**src/hw/rtl/csfb_pkg.sv**
```systemverilog
package csfb_pkg;

  // item codes
  localparam logic FuncStart   = 1'b0;
  localparam logic FuncPayload = 1'b1;

  // configuration register indexes
  localparam int unsigned CfgIndexWidth = 8;
  localparam logic [CfgIndexWidth-1:0] CfgMasterId = 8'd0;
  localparam logic [CfgIndexWidth-1:0] CfgSlaveId  = 8'd1;

  // crc-16/modbus constants
  localparam logic [15:0] CrcInit = 16'hFFFF;
  localparam logic [15:0] CrcPoly = 16'hA001;

  // default depth of the command queue
  localparam int unsigned CmdQueueDepth = 4;

  // command handed from the front to the back
  typedef struct packed {
    logic       is_data;  // payload byte, else frame header
    logic       close;    // crc follows this command
    logic [7:0] b_hi;     // header: state/length byte, data: payload byte
    logic [7:0] b_lo;     // header: rw/command byte
  } cmd_t;

  // one byte step of the reflected crc
  function automatic logic [15:0] crc_byte(input logic [15:0] crc, input logic [7:0] b);
    logic [15:0] c;
    c = crc ^ {8'h00, b};
    for (int i = 0; i < 8; i++) begin
      if (c[0]) begin
        c = (c >> 1) ^ CrcPoly;
      end else begin
        c = c >> 1;
      end
    end
    return c;
  endfunction

endpackage

```
**src/hw/rtl/csfb_front.sv**
```systemverilog
module csfb_front (
  input  logic              clk_i,
  input  logic              rst_ni,
  input  logic              push_i,
  output logic              full_o,
  input  logic              func_i,
  input  logic              state_bit_i,
  input  logic [6:0]        length_field_i,
  input  logic              rw_bit_i,
  input  logic [6:0]        command_i,
  input  logic [7:0]        payload_byte_i,
  input  logic              q_full_i,
  output logic              q_push_o,
  output csfb_pkg::cmd_t    q_cmd_o
);

  logic       open_q, open_d;
  logic [6:0] left_q, left_d;
  logic       accept;
  logic       start_close;
  logic       data_last;

  assign full_o      = q_full_i;
  assign accept      = push_i && !q_full_i;
  assign start_close = (length_field_i <= 7'd1);
  assign data_last   = (left_q == 7'd1);

  // classify the item and build the command
  always_comb begin
    q_push_o = 1'b0;
    q_cmd_o  = '0;
    open_d   = open_q;
    left_d   = left_q;
    if (accept) begin
      if (func_i == csfb_pkg::FuncStart) begin
        q_push_o        = 1'b1;
        q_cmd_o.is_data = 1'b0;
        q_cmd_o.close   = start_close;
        q_cmd_o.b_hi    = {state_bit_i, length_field_i};
        q_cmd_o.b_lo    = {rw_bit_i, command_i};
        open_d          = !start_close;
        left_d          = start_close ? 7'd0 : (length_field_i - 7'd1);
      end else if (open_q) begin
        q_push_o        = 1'b1;
        q_cmd_o.is_data = 1'b1;
        q_cmd_o.close   = data_last;
        q_cmd_o.b_hi    = payload_byte_i;
        q_cmd_o.b_lo    = 8'h00;
        open_d          = !data_last;
        left_d          = left_q - 7'd1;
      end
    end
  end

  // frame tracking
  always_ff @(posedge clk_i or negedge rst_ni) begin
    if (!rst_ni) begin
      open_q <= 1'b0;
      left_q <= '0;
    end else begin
      open_q <= open_d;
      left_q <= left_d;
    end
  end

`ifndef SYNTHESIS
  a_open_left: assert property (@(posedge clk_i) disable iff (!rst_ni)
    open_q |-> (left_q != 7'd0))
    else $error("open frame with no bytes left");
`endif

endmodule

```
**src/hw/rtl/csfb_cmdq.sv**
```systemverilog
module csfb_cmdq #(
  parameter int unsigned Depth = csfb_pkg::CmdQueueDepth
) (
  input  logic           clk_i,
  input  logic           rst_ni,
  input  logic           push_i,
  input  csfb_pkg::cmd_t push_cmd_i,
  output logic           full_o,
  input  logic           pop_i,
  output logic           valid_o,
  output csfb_pkg::cmd_t head_o
);

  localparam int unsigned PtrW = (Depth > 1) ? $clog2(Depth) : 1;
  localparam int unsigned CntW = $clog2(Depth + 1);
  localparam logic [PtrW-1:0] LastPtr = PtrW'(Depth - 1);
  localparam logic [CntW-1:0] FullCnt = CntW'(Depth);

  csfb_pkg::cmd_t mem_q [Depth];
  logic [PtrW-1:0] wptr_q, rptr_q;
  logic [CntW-1:0] cnt_q;
  logic do_push, do_pop;

  assign full_o  = (cnt_q == FullCnt);
  assign valid_o = (cnt_q != '0);
  assign head_o  = mem_q[rptr_q];
  assign do_push = push_i && !full_o;
  assign do_pop  = pop_i && valid_o;

  // storage
  always_ff @(posedge clk_i) begin
    if (do_push) begin
      mem_q[wptr_q] <= push_cmd_i;
    end
  end

  // pointers and fill count
  always_ff @(posedge clk_i or negedge rst_ni) begin
    if (!rst_ni) begin
      wptr_q <= '0;
      rptr_q <= '0;
      cnt_q  <= '0;
    end else begin
      if (do_push) begin
        wptr_q <= (wptr_q == LastPtr) ? '0 : wptr_q + 1'b1;
      end
      if (do_pop) begin
        rptr_q <= (rptr_q == LastPtr) ? '0 : rptr_q + 1'b1;
      end
      if (do_push && !do_pop) begin
        cnt_q <= cnt_q + 1'b1;
      end else if (do_pop && !do_push) begin
        cnt_q <= cnt_q - 1'b1;
      end
    end
  end

endmodule

```
**src/hw/rtl/csfb_back.sv**
```systemverilog
module csfb_back (
  input  logic                                 clk_i,
  input  logic                                 rst_ni,
  input  logic                                 cfg_valid_i,
  input  logic [csfb_pkg::CfgIndexWidth-1:0]   cfg_index_i,
  input  logic [7:0]                           cfg_data_i,
  input  logic                                 q_valid_i,
  input  csfb_pkg::cmd_t                       q_head_i,
  output logic                                 q_pop_o,
  output logic                                 empty_o,
  input  logic                                 pop_i,
  output logic [7:0]                           tx_byte_o,
  output logic                                 frame_end_o
);

  // byte roles within a command
  localparam logic [2:0] RMaster = 3'd0;
  localparam logic [2:0] RSlave  = 3'd1;
  localparam logic [2:0] RHdr2   = 3'd2;
  localparam logic [2:0] RHdr3   = 3'd3;
  localparam logic [2:0] RData   = 3'd4;
  localparam logic [2:0] RCrcHi  = 3'd5;
  localparam logic [2:0] RCrcLo  = 3'd6;

  logic [7:0]  master_q, slave_q;
  logic [15:0] crc_q, crc_d;
  logic [2:0]  step_q;
  logic [2:0]  role;
  logic [7:0]  byte_sel;
  logic        last_step;
  logic        out_valid_q;
  logic [7:0]  tx_q;
  logic        end_q;
  logic        advance;

  assign empty_o     = !out_valid_q;
  assign tx_byte_o   = tx_q;
  assign frame_end_o = end_q;
  assign advance     = q_valid_i && (!out_valid_q || pop_i);
  assign q_pop_o     = advance && last_step;

  // configuration registers
  always_ff @(posedge clk_i or negedge rst_ni) begin
    if (!rst_ni) begin
      master_q <= '0;
      slave_q  <= '0;
    end else if (cfg_valid_i) begin
      if (cfg_index_i == csfb_pkg::CfgMasterId) begin
        master_q <= cfg_data_i;
      end else if (cfg_index_i == csfb_pkg::CfgSlaveId) begin
        slave_q <= cfg_data_i;
      end
    end
  end

  // role of the byte at this step
  always_comb begin
    if (q_head_i.is_data) begin
      case (step_q)
        3'd0:    role = RData;
        3'd1:    role = RCrcHi;
        default: role = RCrcLo;
      endcase
    end else begin
      case (step_q)
        3'd0:    role = RMaster;
        3'd1:    role = RSlave;
        3'd2:    role = RHdr2;
        3'd3:    role = RHdr3;
        3'd4:    role = RCrcHi;
        default: role = RCrcLo;
      endcase
    end
  end

  // byte select and crc update
  always_comb begin
    byte_sel  = 8'h00;
    crc_d     = crc_q;
    last_step = 1'b0;
    unique case (role)
      RMaster: begin
        byte_sel = master_q;
        crc_d    = csfb_pkg::crc_byte(csfb_pkg::CrcInit, master_q);
      end
      RSlave: begin
        byte_sel = slave_q;
        crc_d    = csfb_pkg::crc_byte(crc_q, slave_q);
      end
      RHdr2: begin
        byte_sel = q_head_i.b_hi;
        crc_d    = csfb_pkg::crc_byte(crc_q, q_head_i.b_hi);
      end
      RHdr3: begin
        byte_sel  = q_head_i.b_lo;
        crc_d     = csfb_pkg::crc_byte(crc_q, q_head_i.b_lo);
        last_step = !q_head_i.close;
      end
      RData: begin
        byte_sel  = q_head_i.b_hi;
        crc_d     = csfb_pkg::crc_byte(crc_q, q_head_i.b_hi);
        last_step = !q_head_i.close;
      end
      RCrcHi: begin
        byte_sel = crc_q[15:8];
      end
      RCrcLo: begin
        byte_sel  = crc_q[7:0];
        crc_d     = csfb_pkg::CrcInit;
        last_step = 1'b1;
      end
      default: begin
        byte_sel = 8'h00;
      end
    endcase
  end

  // sequencer and crc state
  always_ff @(posedge clk_i or negedge rst_ni) begin
    if (!rst_ni) begin
      step_q <= '0;
      crc_q  <= csfb_pkg::CrcInit;
    end else if (advance) begin
      step_q <= last_step ? 3'd0 : step_q + 3'd1;
      crc_q  <= crc_d;
    end
  end

  // output register
  always_ff @(posedge clk_i or negedge rst_ni) begin
    if (!rst_ni) begin
      out_valid_q <= 1'b0;
    end else if (advance) begin
      out_valid_q <= 1'b1;
    end else if (pop_i) begin
      out_valid_q <= 1'b0;
    end
  end

  always_ff @(posedge clk_i) begin
    if (advance) begin
      tx_q  <= byte_sel;
      end_q <= (role == RCrcLo);
    end
  end

`ifndef SYNTHESIS
  a_idle_step: assert property (@(posedge clk_i) disable iff (!rst_ni)
    !q_valid_i |-> (step_q == 3'd0))
    else $error("sequencer left mid command with empty queue");
  a_data_step: assert property (@(posedge clk_i) disable iff (!rst_ni)
    (q_valid_i && q_head_i.is_data) |-> (step_q <= 3'd2))
    else $error("payload command step out of range");
  a_crc_reinit: assert property (@(posedge clk_i) disable iff (!rst_ni)
    (advance && (role == RCrcLo)) |=> (crc_q == csfb_pkg::CrcInit) && end_q)
    else $error("crc not reinitialized after frame end");
  a_pop_last: assert property (@(posedge clk_i) disable iff (!rst_ni)
    q_pop_o |=> (step_q == 3'd0))
    else $error("command popped before its last byte");
`endif

endmodule

```
**src/hw/rtl/crc16_serial_frame_builder.sv**
```systemverilog
// items pass the command queue and output register; throughput: one payload item per cycle
// while the queue has room and bytes are popped; a start item occupies the output for 4 bytes,
// 6 when its length is 0 or 1, and a closing payload item for 3, set by the output register
// a 4-entry command queue lets the input side keep taking items during header and crc bursts
// reset: asynchronous active low; empties the queue, closes any frame, crc to 0xffff, ids to 0
module crc16_serial_frame_builder #(
  parameter int unsigned QueueDepth = csfb_pkg::CmdQueueDepth
) (
  input  logic                               clk_i,
  input  logic                               rst_ni,
  input  logic                               cfg_valid_i,
  output logic                               cfg_ready_o,
  input  logic [csfb_pkg::CfgIndexWidth-1:0] cfg_index_i,
  input  logic [7:0]                         cfg_data_i,
  input  logic                               push_i,
  output logic                               full_o,
  input  logic                               func_i,
  input  logic                               state_bit_i,
  input  logic [6:0]                         length_field_i,
  input  logic                               rw_bit_i,
  input  logic [6:0]                         command_i,
  input  logic [7:0]                         payload_byte_i,
  output logic                               empty_o,
  input  logic                               pop_i,
  output logic [7:0]                         tx_byte_o,
  output logic                               frame_end_o
);

  logic           q_full, q_push, q_valid, q_pop;
  csfb_pkg::cmd_t q_cmd, q_head;

  assign cfg_ready_o = 1'b1;

  // front: accept and classify items
  csfb_front u_front (
    .clk_i          (clk_i),
    .rst_ni         (rst_ni),
    .push_i         (push_i),
    .full_o         (full_o),
    .func_i         (func_i),
    .state_bit_i    (state_bit_i),
    .length_field_i (length_field_i),
    .rw_bit_i       (rw_bit_i),
    .command_i      (command_i),
    .payload_byte_i (payload_byte_i),
    .q_full_i       (q_full),
    .q_push_o       (q_push),
    .q_cmd_o        (q_cmd)
  );

  // command queue between front and back
  csfb_cmdq #(
    .Depth (QueueDepth)
  ) u_cmdq (
    .clk_i      (clk_i),
    .rst_ni     (rst_ni),
    .push_i     (q_push),
    .push_cmd_i (q_cmd),
    .full_o     (q_full),
    .pop_i      (q_pop),
    .valid_o    (q_valid),
    .head_o     (q_head)
  );

  // back: byte sequencer, crc and output register
  csfb_back u_back (
    .clk_i       (clk_i),
    .rst_ni      (rst_ni),
    .cfg_valid_i (cfg_valid_i),
    .cfg_index_i (cfg_index_i),
    .cfg_data_i  (cfg_data_i),
    .q_valid_i   (q_valid),
    .q_head_i    (q_head),
    .q_pop_o     (q_pop),
    .empty_o     (empty_o),
    .pop_i       (pop_i),
    .tx_byte_o   (tx_byte_o),
    .frame_end_o (frame_end_o)
  );

endmodule

```
**config.mk**
```make
export PLATFORM = sky130hd
export DESIGN_NAME = crc16_serial_frame_builder
export DESIGN_NICKNAME = d
export VERILOG_FILES = /design/src/hw/rtl/csfb_pkg.sv /design/src/hw/rtl/csfb_front.sv /design/src/hw/rtl/csfb_cmdq.sv /design/src/hw/rtl/csfb_back.sv /design/src/hw/rtl/crc16_serial_frame_builder.sv
export SDC_FILE = /design/constraint.sdc
export NUM_CORES = 1
export LEC_CHECK = 0
export ABC_AREA = 1
export BUFFER_PORTS_ARGS = -buffer_cell sky130_fd_sc_hd__buf_2
export CAP_MARGIN = 5
export CORE_UTILIZATION = 40
export DETAILED_ROUTE_END_ITERATION = 7
export PLACE_DENSITY = 0.67
export SYNTH_ARGS = -nofsm -noshare
export SYNTH_HDL_FRONTEND = slang
export SYNTH_SLANG_ARGS = --single-unit
```
**constraint.sdc**
```tcl
create_clock -name clk_i -period 2.85 [get_ports clk_i]
set_input_delay 0.1425 -clock clk_i [delete_from_list [all_inputs] [get_ports clk_i]]
set_output_delay 0.1425 -clock clk_i [all_outputs]
set_load 0.01 [all_outputs]
```
==> impl_results.md, run 1 <==
- Status: finished clean
- Post-synth top area cell: edfxtp_1
- Fillers: between 1,500 and 2,000
- Crit Path Category: reg2reg
- Worst reg2reg path depth: 19
- Row count: 50
- R2R Setup Slk: about 0.12 ns
- Number of synthesized flops with an enable pin: 81
- Vias in the first global route: between 5,000 and 6,000
- Crit start category: flop
- WL met2: a little over 9000 um
- Synth top cells by count: 224 x nand2_1, 83 x inv_1, 81 x edfxtp_1, 57 x nand3_1, 55 x o21ai_0
- Via density: just over 5
- GRT overflow: 0
- Top routing layer in use: met4
- Dpl ws: 0.0139 ns
- Final nets: ~1,000
- First-pass GRT wire length: 31,200 um
- Worst min path class: in2reg
- Post-synth top area share: 30.8%
- Die area: slightly above 0.02 mm^2
- Yosys reg bits: ~130
- Hold path endpoint: u_back.slave_q[6]$_DFFE_PN0P_
- # IOs: 58
- Post-Route WL: slightly below 20,000 um
- CP arrival: roughly 3.0 ns
- Inserted Diodes: 0
- Htree depth: 4
- Post-synthesis sequential area ratio: between 40% and 50%
- Gate Count Post-Synth: 879
- Worst r2r dst: u_cmdq.cnt_q[1]$_DFFE_PN0P_
- Dpl hpwl: approximately 14,000 um
- Critical path origin: u_back.step_q[1]$_DFFE_PN0P_
- Setup ws final: 0.124 ns
- Share of cells above drive strength 1: 24.7%
- Width of the die: between 100 and 150 um
- Initial antenna violation count: 0
- Layout area overhead: 17.4%
- Post-synth ARST share: roughly two fifths
- Placer's final routability congestion estimate: around 0.89
- Synth cell types: 57
- Wirelength per Cell: approximately 16 um
- 1st-pass router iterations: 5
- CTS tree: yes
- CP endpoint kind: flop
- Die height: ~140 um
- Area of the core: between 0.015 and 0.02 mm^2
- Highest clock rate: about 370 MHz
- Crit share post-route: between 90 and 100%
- Hold Violations, Final: 0
- Vias: about 6,400
- Measured slew at the worst slew-check pin: around 0.8 ns
- RR Startpoint: u_back.step_q[1]$_DFFE_PN0P_
- Synth warn: 0
- Largest net degree at the start of global routing: 29
- Most frequent cell after synthesis: nand2_1
- Final setup fails: 0
- GRT Total Usage: around 21%
- Final-report max-slew violation count: 0
- Routed Antenna Nets: 0
- Clock transition at the registers of the reported paths: approximately 0.060 ns
- PortBufs: 56
- HP Start: cfg_data_i[6]
- Fin Setup TNS: 0 ns
- Residual DRC count: 0
- Mean area per synthesized cell: ~9.0 um^2
- Crit path required time: 3.16 ns
- Layout Utilization: between 40% and 50%
- Final Skew: around 0.011 ns
- Starting density of the core: about two fifths
- Max Fanout on Critical Path: 3
- RSZ-0062 raised after global routing: true
- Clock Sinks: 132
- Post-Syn Area: a little under 0.008 mm^2
- Area contributors post-synth: edfxtp_1 31%, dfrtp_1 11%, nand2_1 11%
- M1 WL: between 8000 and 9000 um
- Synth Net Count: 941
- Initial DRC Count: around 470
- Clock buffer depth: 2
- Max_cap viols: 0
- Hold Path Depth: 3
- Met3 wire len: ~1100 um
- Synth Flop Type: edfxtp_1
- Max-slew headroom: 46.1%
- Clock buffers created by TritonCTS: 17
- Min Hold Slack: approximately 0.021 ns
- Tmin final: approximately 2.7 ns
- Clock Latency Late Sink: about 0.43 ns
- Root Buffer: clkbuf_16
-- cells in the final DEF, fill, tap and decap left out, types with 12 or more instances in the layout --
cell type / count
nand3_1: 57
inv_1: 78
nand2_2: 37
nor2_1: 47
a21oi_1: 19
xor2_1: 25
dfrtp_1: 34
nand3_2: 22
clkbuf_16: 17
inv_2: 15
buf_2: 56
ha_1: 12
nor3_1: 13
buf_4: 29
o21ai_0: 54
nand2_1: 223
dfstp_2: 16
o22ai_1: 13
xnor2_1: 15
edfxtp_1: 81
-- worst max path at each step --
| stage | cells after the start | to | slack [ns] |
|---|---|---|---|
| after floorplan | 20 | u_cmdq.cnt_q[2]$_DFFE_PN0P_ | 0.04 |
| after global placement | 19 | u_cmdq.cnt_q[2]$_DFFE_PN0P_ | 0.09 |
| after detailed placement | 20 | u_cmdq.cnt_q[2]$_DFFE_PN0P_ | 0.01 |
| after CTS | 20 | u_cmdq.cnt_q[2]$_DFFE_PN0P_ | 0.0002 |
| after global routing | 19 | u_cmdq.cnt_q[1]$_DFFE_PN0P_ | -0.05 |
| final | 19 | u_cmdq.cnt_q[1]$_DFFE_PN0P_ | 0.12 |
-- layer usage --
| layer | track usage [%] | up-vias |
|---|---|---|
| li1 | - | 3146 |
| met1 | 27.5 | 3033 |
| met2 | 33.6 | 205 |
| met3 | 3.63 | 21 |
| met4 | 6.62 | 0 |
| met5 | 0 | - |
-- cells by family (layout without fill, tap and decap cells) --
family | Yosys count | count (layout) | share of synthesized area, %
XOR/XNOR | 47 | 47 | 6.03
AO/OA/AOI/OAI | 140 | 140 | 11.6
buffers and inverters | 124 | 225 | 7.38
other | 1 | 1 | 0.0476
flip-flops | 132 | 132 | 47.3
adder cells (fa/ha/maj) | 16 | 16 | 2.63
AND/OR/NAND/NOR | 419 | 419 | 25.1
-- state kept, by name (all words and copies together) (netlist names) --
name and flops:
u_cmdq.mem_q 72, u_back.crc_q 16, u_back.master_q 8, u_back.slave_q 8, u_back.tx_byte_o 8, u_front.left_q 7, u_back.step_q 3, u_cmdq.cnt_q 3
u_cmdq.rptr_q 2, u_cmdq.wptr_q 2, u_back.frame_end_o 1, u_back.out_valid_q 1, u_front.open_q 1
-- what timing repair did --
action / in CTS / in global routing
cloned: 0 / 0
setup endpoints to repair: 1 / 6
pin swaps: 2 / 3
endpoints found under the hold margin: 20 / 0
gates resized for setup: 0 / 18
hold buffers: 9 / 0
setup buffers: 0 / 4
-- layout make-up --
type                       instances  area (um^2)  share of cell area (%)
clock buffer                      19          433                    4.68
clock inverter                    13          133                    1.43
inverter                          94          355                    3.84
multi-input combinational        623         3610                    39.0
sequential                       132         3730                    40.3
tap                              260          325                    3.51
timing repair buffer              99          674                    7.29
-- through the flow --
| stage | cell area (um^2) | cells |
|---|---|---|
| 6_report | 9260 | 1240 |
| 5_1_grt | 9260 | 1240 |
| 4_1_cts | 9190 | 1236 |
| 3_5_place_dp | 8540 | 1195 |
| 3_3_place_gp | 8540 | 1195 |
| 2_1_floorplan | 7890 | 879 |
-- critical path: stages, from the launching register on --
cell	delay, ns
dfrtp_1	0.39
buf_4	0.13
ha_2	0.16
inv_1	0.04
o211ai_1	0.24
and2_1	0.18
nand2_2	0.06
inv_2	0.07
nor2_2	0.04
nor2_1	0.09
nand2_1	0.07
nand2_2	0.08
inv_2	0.05
nor2_2	0.09
inv_1	0.05
ha_1	0.19
inv_2	0.07
fa_2	0.43
nor2_1	0.12
a21oi_1	0.05
Power of run 1 is left out: the tool's default activity adds up to more than one toggle a clock period on the data nets, which glitch-free logic cannot reach.
==> run 2: changes to the inputs <==
--- a/config.mk
+++ b/config.mk
@@ -9,6 +9,7 @@
 export BUFFER_PORTS_ARGS = -buffer_cell sky130_fd_sc_hd__buf_2
 export CAP_MARGIN = 5
 export CORE_UTILIZATION = 40
+export CTS_BUF_LIST = sky130_fd_sc_hd__clkbuf_4
 export DETAILED_ROUTE_END_ITERATION = 7
 export PLACE_DENSITY = 0.67
 export SYNTH_ARGS = -nofsm -noshare
==> run 2 against run 1 <==
Compared with the run above: setup slack better by 0.024 ns; wire length down 0.39%; fmax up 0.87%; flip-flop and latch count unchanged; via count up 0.53%; sequential share of layout area up 0.43 points; critical endpoint unchanged; highest routed layer unchanged.
==> impl_results.md, run 2 (same netlist as run 1, synthesis figures left out) <==
- Share of cells above drive strength 1: 24.5% (was 24.7%)
- CP cell instances: buf_4 -> ha_2 -> inv_1 -> o211ai_1 -> and2_1 -> nand2_2 -> inv_2 -> nor2_2 -> nor2_1 -> nand2_1 -> nand2_2 -> inv_2 -> nor2_2 -> inv_1 -> ha_1 -> inv_2 -> fa_2 -> nor2_1 -> a21oi_1 (unchanged)
- Die height: 142 um (unchanged)
- Max reg flops: 72 (unchanged)
- Via density: 5.11 (was 5.17)
- Max Fanout on Critical Path: 3 (unchanged)
- Placer's final routability congestion estimate: 0.885 (unchanged)
- GRT Total Usage: 20.3% (was 20.5%)
- Worst min path class: in2reg (unchanged)
- Crit start category: flop (unchanged)
- Row count: 50 (unchanged)
- Max_cap viols: 0 (unchanged)
- # IOs: 58 (unchanged)
- Worst r2r dst: u_cmdq.cnt_q[1]$_DFFE_PN0P_ (unchanged)
- CTS tree: yes (unchanged)
- Clock buffers created by TritonCTS: 17 (unchanged)
- RR Startpoint: u_back.step_q[1]$_DFFE_PN0P_ (unchanged)
- Die area: 0.0203 mm^2 (unchanged)
- Inserted Diodes: 0 (unchanged)
- R2R Setup Slk: 0.15 ns (was 0.12 ns)
- Initial DRC Count: 455 (was 472)
- RSZ-0062 raised after global routing: true (unchanged)
- Crit share post-route: 94.8% (was 95.6%)
- Largest net degree at the start of global routing: 29 (unchanged)
- Crit path required time: 3.29 ns (was 3.16 ns)
- Residual DRC count: 0 (unchanged)
- Hold Path Depth: 3 (unchanged)
- PortBufs: 56 (unchanged)
- HP Start: command_i[1] (was cfg_data_i[6])
- Commonest non-fill, non-tap cells in the layout: 223 x nand2_1, 81 x edfxtp_1, 78 x inv_1, 57 x nand3_1, 56 x buf_2 (unchanged)
- CP max stage delay: 0.43 ns (about the same)
- GRT overflow: 0 (unchanged)
- Clock Sinks: 132 (unchanged)
- CP endpoint kind: flop (unchanged)
- Width of the die: 142 um (unchanged)
- Worst reg2reg path depth: 19 (unchanged)
- Hold Violations, Final: 0 (unchanged)
- Fillers: 1,820 (was 1,795)
- Initial antenna violation count: 0 (unchanged)
- Most common cell after layout, fill and taps aside: nand2_1 (unchanged)
- Status: finished clean (unchanged)
- Final-report max-slew violation count: 0 (unchanged)
- Measured slew at the worst slew-check pin: 0.765 ns (was 0.805 ns)
- Vias in the first global route: 5,998 (was 5,972)
- Critical Path Most Common Cell: inv_2 (unchanged)
- Final setup fails: 0 (unchanged)
- CP arrival: 3.14 ns (was 3.03 ns)
- Vias: 6,439 (was 6,405)
- Crit Path Category: reg2reg (unchanged)
- Layout Utilization: 48.2% (was 48.7%)
- Area of the core: 0.0190 mm^2 (unchanged)
- Clock transition at the registers of the reported paths: 0.12 ns (was 0.06 ns)
- Tmin final: 2.70 ns (was 2.73 ns)
- Highest clock rate: 370 MHz (was 367 MHz)
- Final Skew: 0.0237 ns (was 0.0113 ns)
- First-pass GRT wire length: 31,000 um (was 31,200 um)
- Post-Route WL: 19,600 um (was 19,700 um)
- Htree depth: 4 (unchanged)
- Routed Antenna Nets: 0 (unchanged)
- Dpl hpwl: 14,200 um (unchanged)
- Crit-path slowest cell: fa_2 (unchanged)
- 1st-pass router iterations: 5 (unchanged)
- Max-slew headroom: 48.8% (was 46.1%)
- Final nets: 1,048 (was 1,029)
- Clock Latency Late Sink: 0.54 ns (was 0.43 ns)
- Hold path endpoint: u_cmdq.mem_q[1][1]$_DFFE_PP_ (was u_back.slave_q[6]$_DFFE_PN0P_)
- Layout area overhead: 16.1% (was 17.4%)
- Root Buffer: clkbuf_4 (was clkbuf_16)
- Most flops, register: u_cmdq.mem_q (unchanged)
- Largest registers: u_cmdq.mem_q: 72 flops, u_back.crc_q: 16 flops (unchanged)
- Starting density of the core: 41.5% (unchanged)
- Clock buffer depth: 2 (unchanged)
- Wirelength per Cell: 15.6 um (was 15.9 um)
[run 2: repair_timing]
item	CTS	global route
endpoints found under the hold margin	105	0
gates resized for setup	2	17
setup buffers	0	5
endpoints found under the setup margin	1	5
pin swaps	2	3
cloned	0	0
hold buffers	27	0
[run 2: cell type report]
type                       count  area [um^2]  area share, %
timing repair buffer         118          866           9.45
sequential                   132         3730           40.7
tap                          260          325           3.55
multi-input combinational    623         3610           39.4
clock buffer                  19          143           1.56
inverter                      94          355           3.88
clock inverter                13          133           1.45
[run 2: metrics by stage]
stage / instances / hold slack (ns) / TNS [ns] / area (um^2) / worst slack [ns]
finish: 1259 / 0.0504 / 0 / 9160 / 0.148
global route: 1259 / 0.0130 / -0.0877 / 9160 / -0.0438
CTS: 1254 / 0.00824 / 0 / 9080 / 0.0214
detailed placement: 1195 / 0.0778 / 0 / 8540 / 0.0139
global placement: 1195 / 0.0709 / 0 / 8540 / 0.0866
floorplan: 879 / -0.153 / 0 / 7890 / 0.0358
[run 2: metal layers]
| metal | up-vias | global-route usage, % | routed length (um) | part of all wire, % |
|---|---|---|---|---|
| met5 | - | 0 | 0 | 0 |
| met4 | 0 | 6.23 | 279 | 1.4 |
| met3 | 23 | 3.53 | 1110 | 5.7 |
| met2 | 186 | 33.5 | 9510 | 48 |
| met1 | 3042 | 27.1 | 8710 | 44 |
| li1 | 3188 | - | - | - |
[run 2: how the worst max path moves through the flow]
stage	cells past startpoint	slack (ns)	end	from
3_3_place_gp	19	0.09	u_cmdq.cnt_q[2]$_DFFE_PN0P_	u_back.step_q[0]$_DFFE_PN0P_
2_1_floorplan	20	0.04	u_cmdq.cnt_q[2]$_DFFE_PN0P_	u_back.step_q[1]$_DFFE_PN0P_
3_5_place_dp	20	0.01	u_cmdq.cnt_q[2]$_DFFE_PN0P_	u_back.step_q[1]$_DFFE_PN0P_
4_1_cts	20	0.02	u_cmdq.cnt_q[2]$_DFFE_PN0P_	u_back.step_q[1]$_DFFE_PN0P_
5_1_grt	19	-0.04	u_cmdq.cnt_q[1]$_DFFE_PN0P_	u_back.step_q[1]$_DFFE_PN0P_
6_report	19	0.15	u_cmdq.cnt_q[1]$_DFFE_PN0P_	u_back.step_q[1]$_DFFE_PN0P_
[run 2: worst max-delay path: cells and delay by family, from the launching register on]
kind	cells	cell delay (ns)
adders and majority gates	3	0.78
and+or+nand+nor	8	0.71
buffers and inverters	6	0.41
DFF	1	0.41
AOI/OAI and AO/OA	2	0.27
Power of run 2 is left out for the same reason.
